[config.mk]
export PLATFORM = sky130hd
export DESIGN_NAME = cbs_ctrl
export DESIGN_NICKNAME = d
export VERILOG_FILES = /design/src/rtl/cbs_pkg.sv /design/src/rtl/cbs_ctrl.sv
export SDC_FILE = /design/constraint.sdc
export NUM_CORES = 1
export LEC_CHECK = 0
export ABC_AREA = 1
export BUFFER_PORTS_ARGS = -buffer_cell sky130_fd_sc_hd__buf_2
export CORE_AREA = 2 2 39 41
export CTS_CLUSTER_DIAMETER = 60
export CTS_CLUSTER_SIZE = 16
export DETAILED_ROUTE_END_ITERATION = 6
export DIE_AREA = 0 0 41 43
export MAX_ROUTING_LAYER = met4
export PLACE_DENSITY = 0.59
export SETUP_SLACK_MARGIN = 0.3
export SYNTH_ARGS = -nofsm -noshare
export SYNTH_HDL_FRONTEND = slang
export SYNTH_SLANG_ARGS = --single-unit
[constraint.sdc]
create_clock -name clk -period 1.3 [get_ports clk]
set_input_delay 0.325 -clock clk [delete_from_list [all_inputs] [get_ports clk]]
set_output_delay 0.325 -clock clk [all_outputs]
set_load 0.1 [all_outputs]
[src/rtl/cbs_pkg.sv]
// ----------------------------------------------------------------------------
// cbs_pkg
// Shared types and constants for the centroid bounding sphere block.
// ----------------------------------------------------------------------------
package cbs_pkg;

	localparam int MaxChildrenDef = 64;
	localparam int CoordW = 32;
	localparam int RadW = 31;
	localparam logic [RadW-1:0] RadMax = {RadW{1'b1}};

	typedef struct packed {
		logic signed [CoordW-1:0] center_x;
		logic signed [CoordW-1:0] center_y;
		logic signed [CoordW-1:0] center_z;
		logic [RadW-1:0] sphere_radius;
		logic sphere_present;
		logic last_child;
	} child_t;

	typedef struct packed {
		logic signed [CoordW-1:0] bound_x;
		logic signed [CoordW-1:0] bound_y;
		logic signed [CoordW-1:0] bound_z;
		logic [RadW-1:0] bound_radius;
		logic set_empty;
	} bound_t;

	// controller to datapath
	typedef struct packed {
		logic load;
		logic div_start;
		logic scan_start;
		logic finish;
		logic empty;
	} cmd_t;

	// datapath to controller
	typedef struct packed {
		logic div_done;
		logic scan_done;
		logic has_items;
	} status_t;

endpackage

[src/rtl/cbs_ctrl.sv]
// ----------------------------------------------------------------------------
// cbs_ctrl
// Sequencer: loads children, then runs divide and scan (skipped for an empty set), then emits a beat.
// ----------------------------------------------------------------------------
module cbs_ctrl
	import cbs_pkg::*;
(
	input  logic clk,
	input  logic arst_n,
	input  logic in_valid,
	input  logic in_last,
	output logic in_ready,
	output logic out_valid,
	input  logic out_ready,
	input  status_t status,
	output cmd_t cmd
);
	typedef enum logic [2:0] {
		ST_LOAD, ST_DIV, ST_SCAN, ST_OUT
	} state_t;

	state_t state_q;
	logic acc;
	logic cmd_div_q, cmd_scan_q, fin_q;

	assign in_ready = (state_q == ST_LOAD) && !out_valid;
	assign acc = in_valid && in_ready;

	always_comb begin
		cmd = '0;
		cmd.load = acc;
		cmd.div_start = (state_q == ST_DIV) && cmd_div_q && status.has_items;
		cmd.scan_start = (state_q == ST_SCAN) && cmd_scan_q;
		cmd.finish = fin_q;
		cmd.empty = !status.has_items;
	end

	always_ff @(posedge clk or negedge arst_n) begin
		if (!arst_n) begin
			state_q <= ST_LOAD;
			out_valid <= 1'b0;
			cmd_div_q <= 1'b0;
			cmd_scan_q <= 1'b0;
			fin_q <= 1'b0;
		end else begin
			cmd_div_q <= 1'b0;
			cmd_scan_q <= 1'b0;
			fin_q <= 1'b0;
			if (out_valid && out_ready) out_valid <= 1'b0;
			unique case (state_q)
				ST_LOAD: begin
					if (acc && in_last) begin
						state_q <= ST_DIV;
						cmd_div_q <= 1'b1;
					end
				end
				ST_DIV: begin
					if (!status.has_items) begin
						fin_q <= 1'b1;
						state_q <= ST_OUT;
					end else if (status.div_done) begin
						cmd_scan_q <= 1'b1;
						state_q <= ST_SCAN;
					end
				end
				ST_SCAN: begin
					if (status.scan_done) begin
						fin_q <= 1'b1;
						state_q <= ST_OUT;
					end
				end
				default: begin
					out_valid <= 1'b1;
					state_q <= ST_LOAD;
				end
			endcase
		end
	end
endmodule

# --- After elaboration in Yosys (flattened, before gate mapping) ---
# Cells that the tools add are included.
word_totals:
  out_inout_bits: 7
  regBits: 7
op_classes:
  reduce_logical: 12
  muxes: 15
  eq_ne: 6
ops:
  columns: ["cell", "count"]
  rows:
  - ["3-bit two-way mux", 4]
  - ["1-bit two-way mux", 9]
  - ["3-bit one-hot mux with 3 select lines", 1]
  - ["1-bit logical AND", 7]
  - ["2-bit by 1-bit != test with 1-bit output, second input constant", 2]
  - ["3-bit by 1-bit == test with 1-bit output, second input constant", 1]
  - ["3-bit by 2-bit == test with 1-bit output, second input constant", 1]
  - ["3-bit logical NOT", 1]
  - ["3-bit != test, second input constant", 1]
  - ["3-bit AND reduction", 1]
  - ["3-bit OR reduction", 1]
  - ["1-bit logical NOT", 2]
  - ["2-bit != test, second input constant", 1]
  - ["1-bit one-hot mux with 2 select lines", 1]

# --- Logic depth before layout (Yosys ltp) ---
# Gate-level depths: netlist (run 1).
depth:
  depth_word: 6
  ltp_mapped: 8
  ltp_nobuf: 8

# --- Worst setup path before layout (run 1) ---
# Ideal clock, no wire load.
synth_timing:
  path_type: "flip-flop to output port"
  start: "register out_valid"
  end: "output port in_ready"
  path_stages_with_launch: 2
  n_path_buf: 0
  slack_ns: -1.180
  required_ns: 0.975
  arrival_ns: 2.155
  cell_sequence: "dfrtp_1 -> nor2_1"
synth_via:
  elab_chain_cells: 2
synth_lines:
  columns: ["element", "line", "rtl"]
  rows:
  - ["start, declared", "cbs_ctrl.sv:13", "output logic out_valid,"]
  - ["start signal, assigned", "cbs_ctrl.sv:41", "out_valid <= 1'b0;"]
  - ["start signal, assigned", "cbs_ctrl.sv:49", "if (out_valid && out_ready) out_valid <= 1'b0;"]
  - ["start signal, assigned", "cbs_ctrl.sv:73", "out_valid <= 1'b1;"]
  - ["1-bit logical NOT", "cbs_ctrl.sv:26", "assign in_ready = (state_q == ST_LOAD) && !out_valid;"]
  - ["1-bit logical AND", "cbs_ctrl.sv:26", null]
  - ["end, declared", "cbs_ctrl.sv:12", "output logic in_ready,"]
# No other way between the ends.

==> results of run 1 <==
==> power breakdown <==
part	switching (mW)	internal (mW)	leakage [nW]
combinational	0.969	0.860	0.311
sequential	0.0616	0.267	0.0767
clock	0.0737	0.117	0.0150
==> cell type report <==
class                           instances  area share, %
Tap cell                               16          2.367
Clock buffer                            4          3.107
Timing Repair Buffer                   31          40.83
Inverter                               10          5.325
Multi-Input combinational cell         28          30.18
Sequential cell                         6          18.20
==> layer usage <==
metal | vias to the layer above | wire length (µm) | part of all wire, % | GRT usage [%]
met5 | - | 0 | 0 | -
met4 | 0 | 16 | 1.6 | 4.000
met3 | 4 | 50 | 4.9 | 6.283
met2 | 9 | 623 | 61 | 25.31
met1 | 191 | 328 | 32 | 12.75
li1 | 204 | - | - | -
==> path summary, 6_finish.rpt <==
check | endpoint | slack [ns] | from | depth (start not counted)
setup / recovery | cmd[4] | -0.29 | state_q[1] | 4
hold / removal | out_valid | 0.25 | out_ready | 2
setup reg to reg | state_q[0] | -0.19 | state_q[1] | 10
hold reg to reg | out_valid | 0.64 | out_valid | 2
max in group asynchronous | out_valid | 0.71 | arst_n | 2
min in group asynchronous | cmd_div_q | 0.42 | arst_n | 2
==> sequential cells by signal (all words and copies together) (netlist names) <==
register    cells
cmd_div_q       1
fin_q           1
out_valid       1
state_q         2
cmd_scan_q      1
==> what timing repair did <==
item | in CTS | in global routing
hold buffers | 1 | 0
hold endpoints to repair | 6 | 0
gates resized for setup | 20 | 6
pin swaps | 5 | 4
buffers inserted | 8 | 2
setup endpoints to repair | 11 | 11
==> layout by cell type (no fill, tap or decap), types with 2 or more instances in the layout <==
cell / count
clkbuf_4: 3
clkinvlp_4: 2
nor2_1: 3
ha_4: 3
nand2_2: 2
nand3_1: 2
buf_6: 8
nand2_4: 2
buf_2: 6
inv_2: 5
nor2_4: 4
inv_1: 3
dfrtp_1: 5
buf_12: 7
buf_4: 8
nand2_1: 6
==> cells by family (layout without fill, tap and decap cells) <==
kind of cell,Yosys count,in the layout
buffers and inverters,12,45
AND/OR/NAND/NOR,21,21
flip-flops,6,6
AO/OA/AOI/OAI,3,3
adder cells (fa/ha/maj),4,4
==> worst max-delay path, stage by stage (launching register included) <==
cell and delay (ns):
dfrtp_1 0.40, inv_2 0.10, ha_4 0.16, and3_4 0.19
buf_12 0.17
==> metrics by stage <==
| step | std cells | hold slack (ns) |
|---|---|---|
| detailed placement | 80 | 0.1599 |
| floorplan | 46 | 0.02941 |
| finish | 95 | 0.2534 |
| global placement | 80 | 0.1557 |
| CTS | 93 | 0.2532 |
| global route | 95 | 0.2760 |
==> key figures, run 1 <==
Placed design
  – Port Buffers: 14
  – Placed Area: 626.9 µm²
  – Placed wire-length estimate: 694.4 µm
  – Final weighted congestion in routability-driven placement: 0.7285
  – Placement Setup Slack: -0.08262 ns

Synth
  – Post-Synth Simple-Gate Area: roughly 26%
  – Yosys top cell by area: dfrtp_1
  – Syn Inst Count: 46
  – Synth Flop Type: dfrtp_1
  – Number of synthesized register bits: 6
  – Top post-synthesis cells by area: dfrtp_1 41%, ha_1 14%, inv_1 9.2%
  – Async SR Flop Fraction: between 90% and 100%
  – Post-synth top cells: 9 x inv_1, 9 x nand2_1, 6 x dfrtp_1
  – Mapped Nets: 58
  – Synth top area share: around two fifths
  – Synth Area in XOR/XNOR: 0%
  – Sequential fraction of the synthesis area: 40.82%
  – Avg Inst Size Synth: 7.997 µm²
  – Adder-Cell Fraction of Synth Area: between 10% and 20%
  – Ys Warns: 0
  – Synthesized area: 367.9 µm²
  – Post-synth EDFFs: 0
  – Multiplexer share of the synthesized area: 0%
  – Largest family of logic cells by synthesized area: simple AND/OR/NAND/NOR gates
  – Post-synthesis compound-gate area fraction: 5.442%
  – Netlist cell types: 15

Die
  – Die Footprint: approximately 1800 µm²
  – Core area: 1384 µm²
  – Initial Util: about a quarter
  – Die Width: between 40 and 50 µm
  – Ports: 15
  – Chip Height: 43 µm
  – FP Rows: 14

STA
  – Setup violations, final: 7
  – Sum Neg Setup Slack: -1.508 ns
  – Max transition margin: between 80% and 90%
  – Final min period: 1.586 ns
  – RSZ-0062 raised after global routing: true
  – Setup slack after layout: -0.2856 ns
  – Final Skew: 0.0003853 ns
  – Worst slew pin tran: 0.2178 ns
  – Final hold violations: 0
  – Peak Freq: 630.7 MHz
  – Final Cycle Share: 122.0%
  – Pins Over Slew Limit: 0

Global route
  – GR Util All Layers: 14.27%
  – Global-route congestion overflow total: 0
  – First-pass GRT wire length: 1600 µm
  – Initial antenna violation count: 0
  – Largest net degree at the start of global routing: 7
  – Number of global-route vias before repair: 396

Power and ir drop
  – Leakage: 0.4025 nW
  – Tot Pwr: 2.347 mW
  – Power Density: about 2800 nW/µm²
  – VDD IR-drop max: 0.001908 V

Routing
  – Vias per inst: 4.295
  – DR pass1 iterations: 3
  – Remaining antenna violation count: 0
  – Routed via count: 408
  – Final wirelength: 1018 µm
  – Post-DR wirelength/cell: 10.72 µm
  – Number of remaining DRC errors: 0
  – Iteration-0 DRC count of the detailed router: 1

Critical path
  – CP endpoint kind: primary output
  – Worst-path fanout max: 4
  – Crit path DAT: 1.26 ns
  – Critical setup path kind: reg -> out
  – Critical Path RT: 0.98 ns
  – Worst Setup Start Kind: flip-flop

Job
  – Max-Cap Viols: 0

Hold path
  – Hold Path Class: in -> reg

Clocking
  – TritonCTS clock tree: done
  – Root buffer cell: clkbuf_4
  – Clock transition at path regs: 0.05 ns
  – CTS H-tree lvls: 1
  – CTS Buf Count: 3
  – Clock Tree Buf Depth: 2
  – Clock Latency Late Sink: 0.25 ns
  – CTS Sinks: 6

Status
  – Failing checks: setup timing
  – Status: finished with violations

Cells and area
  – Area Growth Syn to Fin: 129.9%
  – Antenna Cells: 0
  – Fin util: 61.12%
  – # fillers: between 100 and 150
  – Final Instance Area: 845.8 µm²
  – Share of cells above drive strength 1: 69.62%
  – FF/Latch Area: 153.9 µm²
  – Multi-input gate area: 255.2 µm²
  – Net count reported at finish: about 90
Power figures use the tool's default switching activity.
==> inputs of run 2 (changes only) <==
--- a/config.mk
+++ b/config.mk
@@ -5,7 +5,6 @@
 export SDC_FILE = /design/constraint.sdc
 export NUM_CORES = 1
 export LEC_CHECK = 0
-export ABC_AREA = 1
 export BUFFER_PORTS_ARGS = -buffer_cell sky130_fd_sc_hd__buf_2
 export CORE_AREA = 2 2 39 41
 export CTS_CLUSTER_DIAMETER = 60
==> run 2 against run 1 <==
- the run still ends with setup timing left
- non-clock buffer count fell by 8
- sequential cell count did not move
- sequential power barely moved
- synthesized cell count fell by 26%
- first-iteration DRC count rose to 6.0 times the previous value
- critical endpoint is now cmd[3]
- largest power group unchanged
==> key figures, run 2 <==
Status
  – Status: finished with violations
  – Failing checks: setup timing

Routing
  – Iteration-0 DRC count of the detailed router: 6
  – Vias per inst: 4.400
  – Routed via count: 330
  – Final wirelength: 906 µm
  – Remaining antenna violation count: 0
  – Number of remaining DRC errors: 0
  – Post-DR wirelength/cell: 12.08 µm
  – DR pass1 iterations: 4

Critical path
  – Critical setup path kind: reg -> out
  – Worst Setup Start Kind: flip-flop
  – Worst-path fanout max: 3
  – Critical Path RT: 0.98 ns
  – CP endpoint kind: primary output
  – Crit path DAT: 1.34 ns

Synth
  – Post-synth EDFFs: 0
  – Ys Warns: 0
  – Sequential fraction of the synthesis area: approximately 40%
  – Mapped Nets: 46
  – Number of synthesized register bits: 6
  – Synth Flop Type: dfrtp_1
  – Avg Inst Size Synth: 11.04 µm²
  – Async SR Flop Fraction: 100.0%
  – Most common cell in the netlist: dfrtp_1
  – Top post-synthesis cells by area: dfrtp_1 40%, ha_1 13%, mux2_2 6.0%
  – Synth top area share: 40.00%
  – Yosys top cell by area: dfrtp_1
  – Synthesized area: 375.4 µm²
  – Netlist cell types: 19
  – Syn Inst Count: 34
  – Post-synth top cells: 6 x dfrtp_1, 5 x inv_1, 4 x ha_1

Die
  – FP Rows: 14
  – Core area: between 1000 and 1500 µm²
  – Chip Height: 43 µm
  – Die Footprint: 1763 µm²
  – Ports: 15
  – Die Width: 41 µm
  – Initial Util: 27.12%

STA
  – Sum Neg Setup Slack: -1.869 ns
  – Setup violations, final: 7
  – Final hold violations: 0
  – Final min period: ~1.7 ns
  – Worst slew pin tran: 0.2709 ns
  – RSZ-0062 raised after global routing: true
  – Setup slack after layout: -0.3611 ns
  – Final Cycle Share: 127.8%
  – Peak Freq: 602.0 MHz
  – Max transition margin: 81.94%
  – Final Skew: between 0.007 and 0.008 ns
  – Worst hold slack: 0.3347 ns
  – Pins Over Slew Limit: 0

Power and ir drop
  – Power Density: 2737 nW/µm²
  – VDD IR-drop max: 0.001386 V
  – Leakage: 0.3669 nW

Clocking
  – CTS Buf Count: 3
  – Root buffer cell: clkbuf_4
  – TritonCTS clock tree: done
  – CTS Sinks: 6
  – Clock transition at path regs: 0.05 ns
  – Clock Latency Late Sink: around 0.25 ns
  – Clock Tree Buf Depth: 2
  – CTS H-tree lvls: 1

Cells and area
  – Multi-input gate area: 252.7 µm²
  – Antenna Cells: 0
  – Fin util: between 50 and 60%
  – Largest reg by FF count: state_q
  – Commonest non-fill, non-tap cells in the layout: 7 x buf_12, 6 x buf_2, 5 x dfrtp_1, 5 x buf_4
  – # fillers: 126
  – Net count reported at finish: slightly above 70
  – Max FFs per register: 2
  – Most common cell after layout, fill and taps aside: buf_12
  – Area Growth Syn to Fin: 97.67%
  – FF/Latch Area: 153.9 µm²
  – Share of cells above drive strength 1: 72.88%

Global route
  – First-pass GRT wire length: 1469 µm
  – Number of global-route vias before repair: approximately 360
  – GR Util All Layers: 13.02%
  – Initial antenna violation count: 0
  – Global-route congestion overflow total: 0
  – Largest net degree at the start of global routing: 7

Job
  – Max-Cap Viols: 0

Placed design
  – Placed wire-length estimate: roughly 700 µm
  – Final weighted congestion in routability-driven placement: 0.7526
  – Port Buffers: 14

Hold path
  – Hold Path Class: in -> reg
==> run 2: cell count changes after synthesis, sizes merged, moves of 2 or more <==
cell | previous run | this run
nand2 | 10 | 1
nor2 | 7 | 1
and2 | 0 | 2
inv | 10 | 5
nand3 | 2 | 0
mux2 | 0 | 2
and3 | 1 | 3
==> run 2: final cells by class <==
class / instances / share of cell area [%]
clock buffer: 4 / 3.541
inverter: 5 / 3.035
multi-input combinational: 21 / 34.06
sequential: 6 / 20.74
tap: 16 / 2.698
timing repair buffer: 23 / 35.92
==> run 2: timing repair <==
action | 4_1_cts | 5_1_grt
resized for setup | 13 | 3
hold endpoints to repair | 6 | 0
pin swaps | 2 | 0
hold buffers | 1 | 0
endpoints found under the setup margin | 13 | 13
setup buffers | 2 | 0
==> run 2: per-layer routing <==
metal	up-vias	track usage [%]	wire length, µm
met3	2	3.141	51
li1	161	-	-
met1	154	14.01	358
met4	0	6.000	12
met2	13	21.25	484
met5	-	-	0
==> run 2: final timing paths <==
path,depth (start not counted),slack (ns),end,startpoint
max,5,-0.36,cmd[3],state_q[1]
min,3,0.33,out_valid,out_ready
max reg2reg,4,-0.22,state_q[1],state_q[0]
min reg2reg,2,0.66,out_valid,out_valid
max in group asynchronous,2,0.71,out_valid,arst_n
min in group asynchronous,2,0.43,cmd_div_q,arst_n
==> run 2: cell families after synthesis <==
group	after synthesis	synth area share (%)
muxes	2	6.000
and+or+nand+nor	11	22.34
DFF	6	40.00
AOI/OAI and AO/OA	4	9.332
buffers and inverters	7	8.999
adders and majority gates	4	13.33
==> run 2: worst max-delay path, stage by stage (launching register included) <==
cell	delay, ns
dfrtp_1	0.38
inv_2	0.09
ha_2	0.18
buf_6	0.09
and3_4	0.17
buf_12	0.17
==> run 2: report_power, final <==
part	switching, mW	internal (mW)
logic	0.781	0.727
registers	0.0552	0.271
clock network	0.0788	0.117
==> run 2: per-stage QoR <==
stage	cells	power [mW]	area, µm²	worst slack (ns)
2_1_floorplan	34	1.159	411.6	-0.5323
3_3_place_gp	68	1.554	624.3	-0.1763
5_1_grt	75	2.153	742.0	-0.4268
6_report	75	2.030	742.0	-0.3611
3_5_place_dp	68	1.588	624.3	-0.2128
4_1_cts	75	2.042	737.0	-0.3730
==> inputs of run 3 (changes only) <==
--- a/config.mk
+++ b/config.mk
@@ -6,13 +6,15 @@
 export NUM_CORES = 1
 export LEC_CHECK = 0
 export BUFFER_PORTS_ARGS = -buffer_cell sky130_fd_sc_hd__buf_2
-export CORE_AREA = 2 2 39 41
+export CELL_PAD_IN_SITES_DETAIL_PLACEMENT = 1
+export CELL_PAD_IN_SITES_GLOBAL_PLACEMENT = 2
+export CORE_AREA = 2 2 44 46
 export CTS_CLUSTER_DIAMETER = 60
 export CTS_CLUSTER_SIZE = 16
 export DETAILED_ROUTE_END_ITERATION = 6
-export DIE_AREA = 0 0 41 43
+export DIE_AREA = 0 0 46 48
 export MAX_ROUTING_LAYER = met4
-export PLACE_DENSITY = 0.59
+export PLACE_DENSITY = 0.71
 export SETUP_SLACK_MARGIN = 0.3
 export SYNTH_ARGS = -nofsm -noshare
 export SYNTH_HDL_FRONTEND = slang
==> run 3 against run 2 <==
- the flow still finishes with violations (setup timing)
- via count grew 1.2%
- maximum frequency shrank 1.1%
- count of clock-buffer cells in the layout is the same
- critical path type unchanged
- largest power group unchanged
==> key figures, run 3 (synthesized netlist as in run 2, its figures left out) <==
Routing
  – Post-DR wirelength/cell: around 12 µm
  – Routed via count: 334
  – DR top layer: met4
  – Final wirelength: 953 µm
  – Iteration-0 DRC count of the detailed router: 1
  – Vias per inst: 4.338
  – Number of remaining DRC errors: 0
  – Remaining antenna violation count: 0
  – Routed wl met3: 57 µm
  – DR pass1 iterations: 2
  – Post-Route M1 WL: 364 µm
  – DR WL met2: 497 µm

STA
  – Final hold violations: 0
  – Setup slack after layout: -0.3793 ns
  – Final Cycle Share: 129.2%
  – Max transition margin: 82.18%
  – Worst slew pin tran: 0.2674 ns
  – Setup violations, final: 7
  – Final Skew: 0.008923 ns
  – RSZ-0062 raised after global routing: true
  – Final min period: 1.679 ns
  – Peak Freq: 595.5 MHz
  – Pins Over Slew Limit: 0

Clocking
  – CTS Sinks: 6
  – Clock Latency Late Sink: 0.25 ns
  – Clock transition at path regs: 0.05 ns
  – TritonCTS clock tree: done
  – Root buffer cell: clkbuf_4
  – CTS Buf Count: 3
  – CTS H-tree lvls: 1
  – Clock Tree Buf Depth: 2

Critical path
  – Critical Path RT: between 0.9 and 1 ns
  – Worst Setup Start Kind: flip-flop
  – CP endpoint kind: primary output
  – Critical setup path kind: reg -> out
  – CP top delay family: flip-flops
  – Buf/Inv on CP: 3
  – CP max-delay cell: dfrtp_1
  – Crit path DAT: between 1 and 1.5 ns
  – Critical Path, Cell by Cell: inv_2 > ha_2 > buf_6 > and3_4 > buf_12
  – Worst-path fanout max: 3
  – Max incr delay on CP: 0.38 ns

Die
  – FP Rows: 15
  – Chip Height: 48 µm
  – Initial Util: 22.22%
  – Ports: 15
  – Die Width: 46 µm
  – Die Footprint: 2208 µm²
  – Core area: 1689 µm²

Placed design
  – Placed wire-length estimate: about 700 µm
  – Final weighted congestion in routability-driven placement: 0.7096
  – Port Buffers: 14
  – Placement Setup Slack: -0.2129 ns

Cells and area
  – Area Growth Syn to Fin: 99.33%
  – Max FFs per register: 2
  – Antenna Cells: 0
  – Most common cell after layout, fill and taps aside: buf_12
  – # fillers: 177
  – Share of cells above drive strength 1: 73.33%
  – Net count reported at finish: 73
  – Fin util: 44.30%
  – Largest reg by FF count: state_q
  – Commonest non-fill, non-tap cells in the layout: 7 x buf_12, 6 x buf_2, 5 x dfrtp_1, 5 x buf_6, 5 x buf_4

Global route
  – Largest net degree at the start of global routing: 7
  – Number of global-route vias before repair: around 380
  – Global-route congestion overflow total: 0
  – GR Util All Layers: 12.31%
  – First-pass GRT wire length: ~1700 µm
  – Initial antenna violation count: 0

Hold path
  – Hold Path Class: in -> reg

Power and ir drop
  – VDD IR-drop max: roughly 0.0011 V
  – Leakage: 0.3672 nW
  – Power Density: ~2700 nW/µm²

Job
  – Max-Cap Viols: 0

Status
  – Status: finished with violations
  – Failing checks: setup timing
## run 3: layout make-up
| cell class | instances | area, µm² | area share, % |
|---|---|---|---|
| clock buffer | 4 | 26.28 | 3.512 |
| sequential | 6 | 153.9 | 20.57 |
| inverter | 5 | 22.52 | 3.010 |
| tap | 17 | 21.27 | 2.843 |
| multi-input combinational | 21 | 250.2 | 33.44 |
| timing repair buffer | 24 | 274.0 | 36.62 |
## run 3: per-layer routing
| metal | track usage, % | vias to the layer above |
|---|---|---|
| met5 | - | - |
| met4 | 10.29 | 0 |
| met3 | 3.774 | 2 |
| met2 | 20.83 | 13 |
| met1 | 11.29 | 156 |
| li1 | - | 163 |
## run 3: path summary, 6_finish.rpt
kind                            startpoint    endpoint  slack, ns  depth (start not counted)
worst max register to register  state_q[1]  state_q[0]      -0.20                          4
worst min register to register   out_valid   out_valid       0.64                          2
min in group asynchronous           arst_n   out_valid       0.43                          2
max in group asynchronous           arst_n   out_valid       0.70                          2
worst max-delay path            state_q[1]      cmd[3]      -0.38                          5
worst min-delay path             out_ready   out_valid       0.34                          3
## run 3: metrics by stage
stage | area, µm² | setup TNS (ns) | cells | power [mW] | hold WS, ns
6_report | 748.2 | -1.871 | 77 | 2.017 | 0.3350
3_5_place_dp | 625.6 | -1.023 | 69 | 1.584 | 0.1623
3_3_place_gp | 625.6 | -0.8141 | 69 | 1.565 | 0.1633
5_1_grt | 748.2 | -2.251 | 77 | 2.131 | 0.3664
2_1_floorplan | 411.6 | -1.354 | 34 | 1.159 | 0.02941
4_1_cts | 733.2 | -1.923 | 76 | 2.007 | 0.3368
## run 3: tightest hold or removal path: cells and delay by family
| kind | cells | cell delay [ns] |
|---|---|---|
| buffers and inverters | 2 | 0.13 |
| AOI/OAI and AO/OA | 1 | 0.09 |
## run 3: power by group
part / switching [mW] / internal, mW / total [mW]
Clock: 0.0679 / 0.116 / 0.184
Combinational: 0.773 / 0.734 / 1.51
Sequential: 0.0549 / 0.271 / 0.326
Total: 0.896 / 1.12 / 2.02
## run 3: what timing repair did
item	in CTS	in global routing
hold endpoints to repair	6	0
pin swaps	2	1
setup buffers	2	1
gates resized for setup	14	2
endpoints found under the setup margin	13	13
hold buffers	1	0
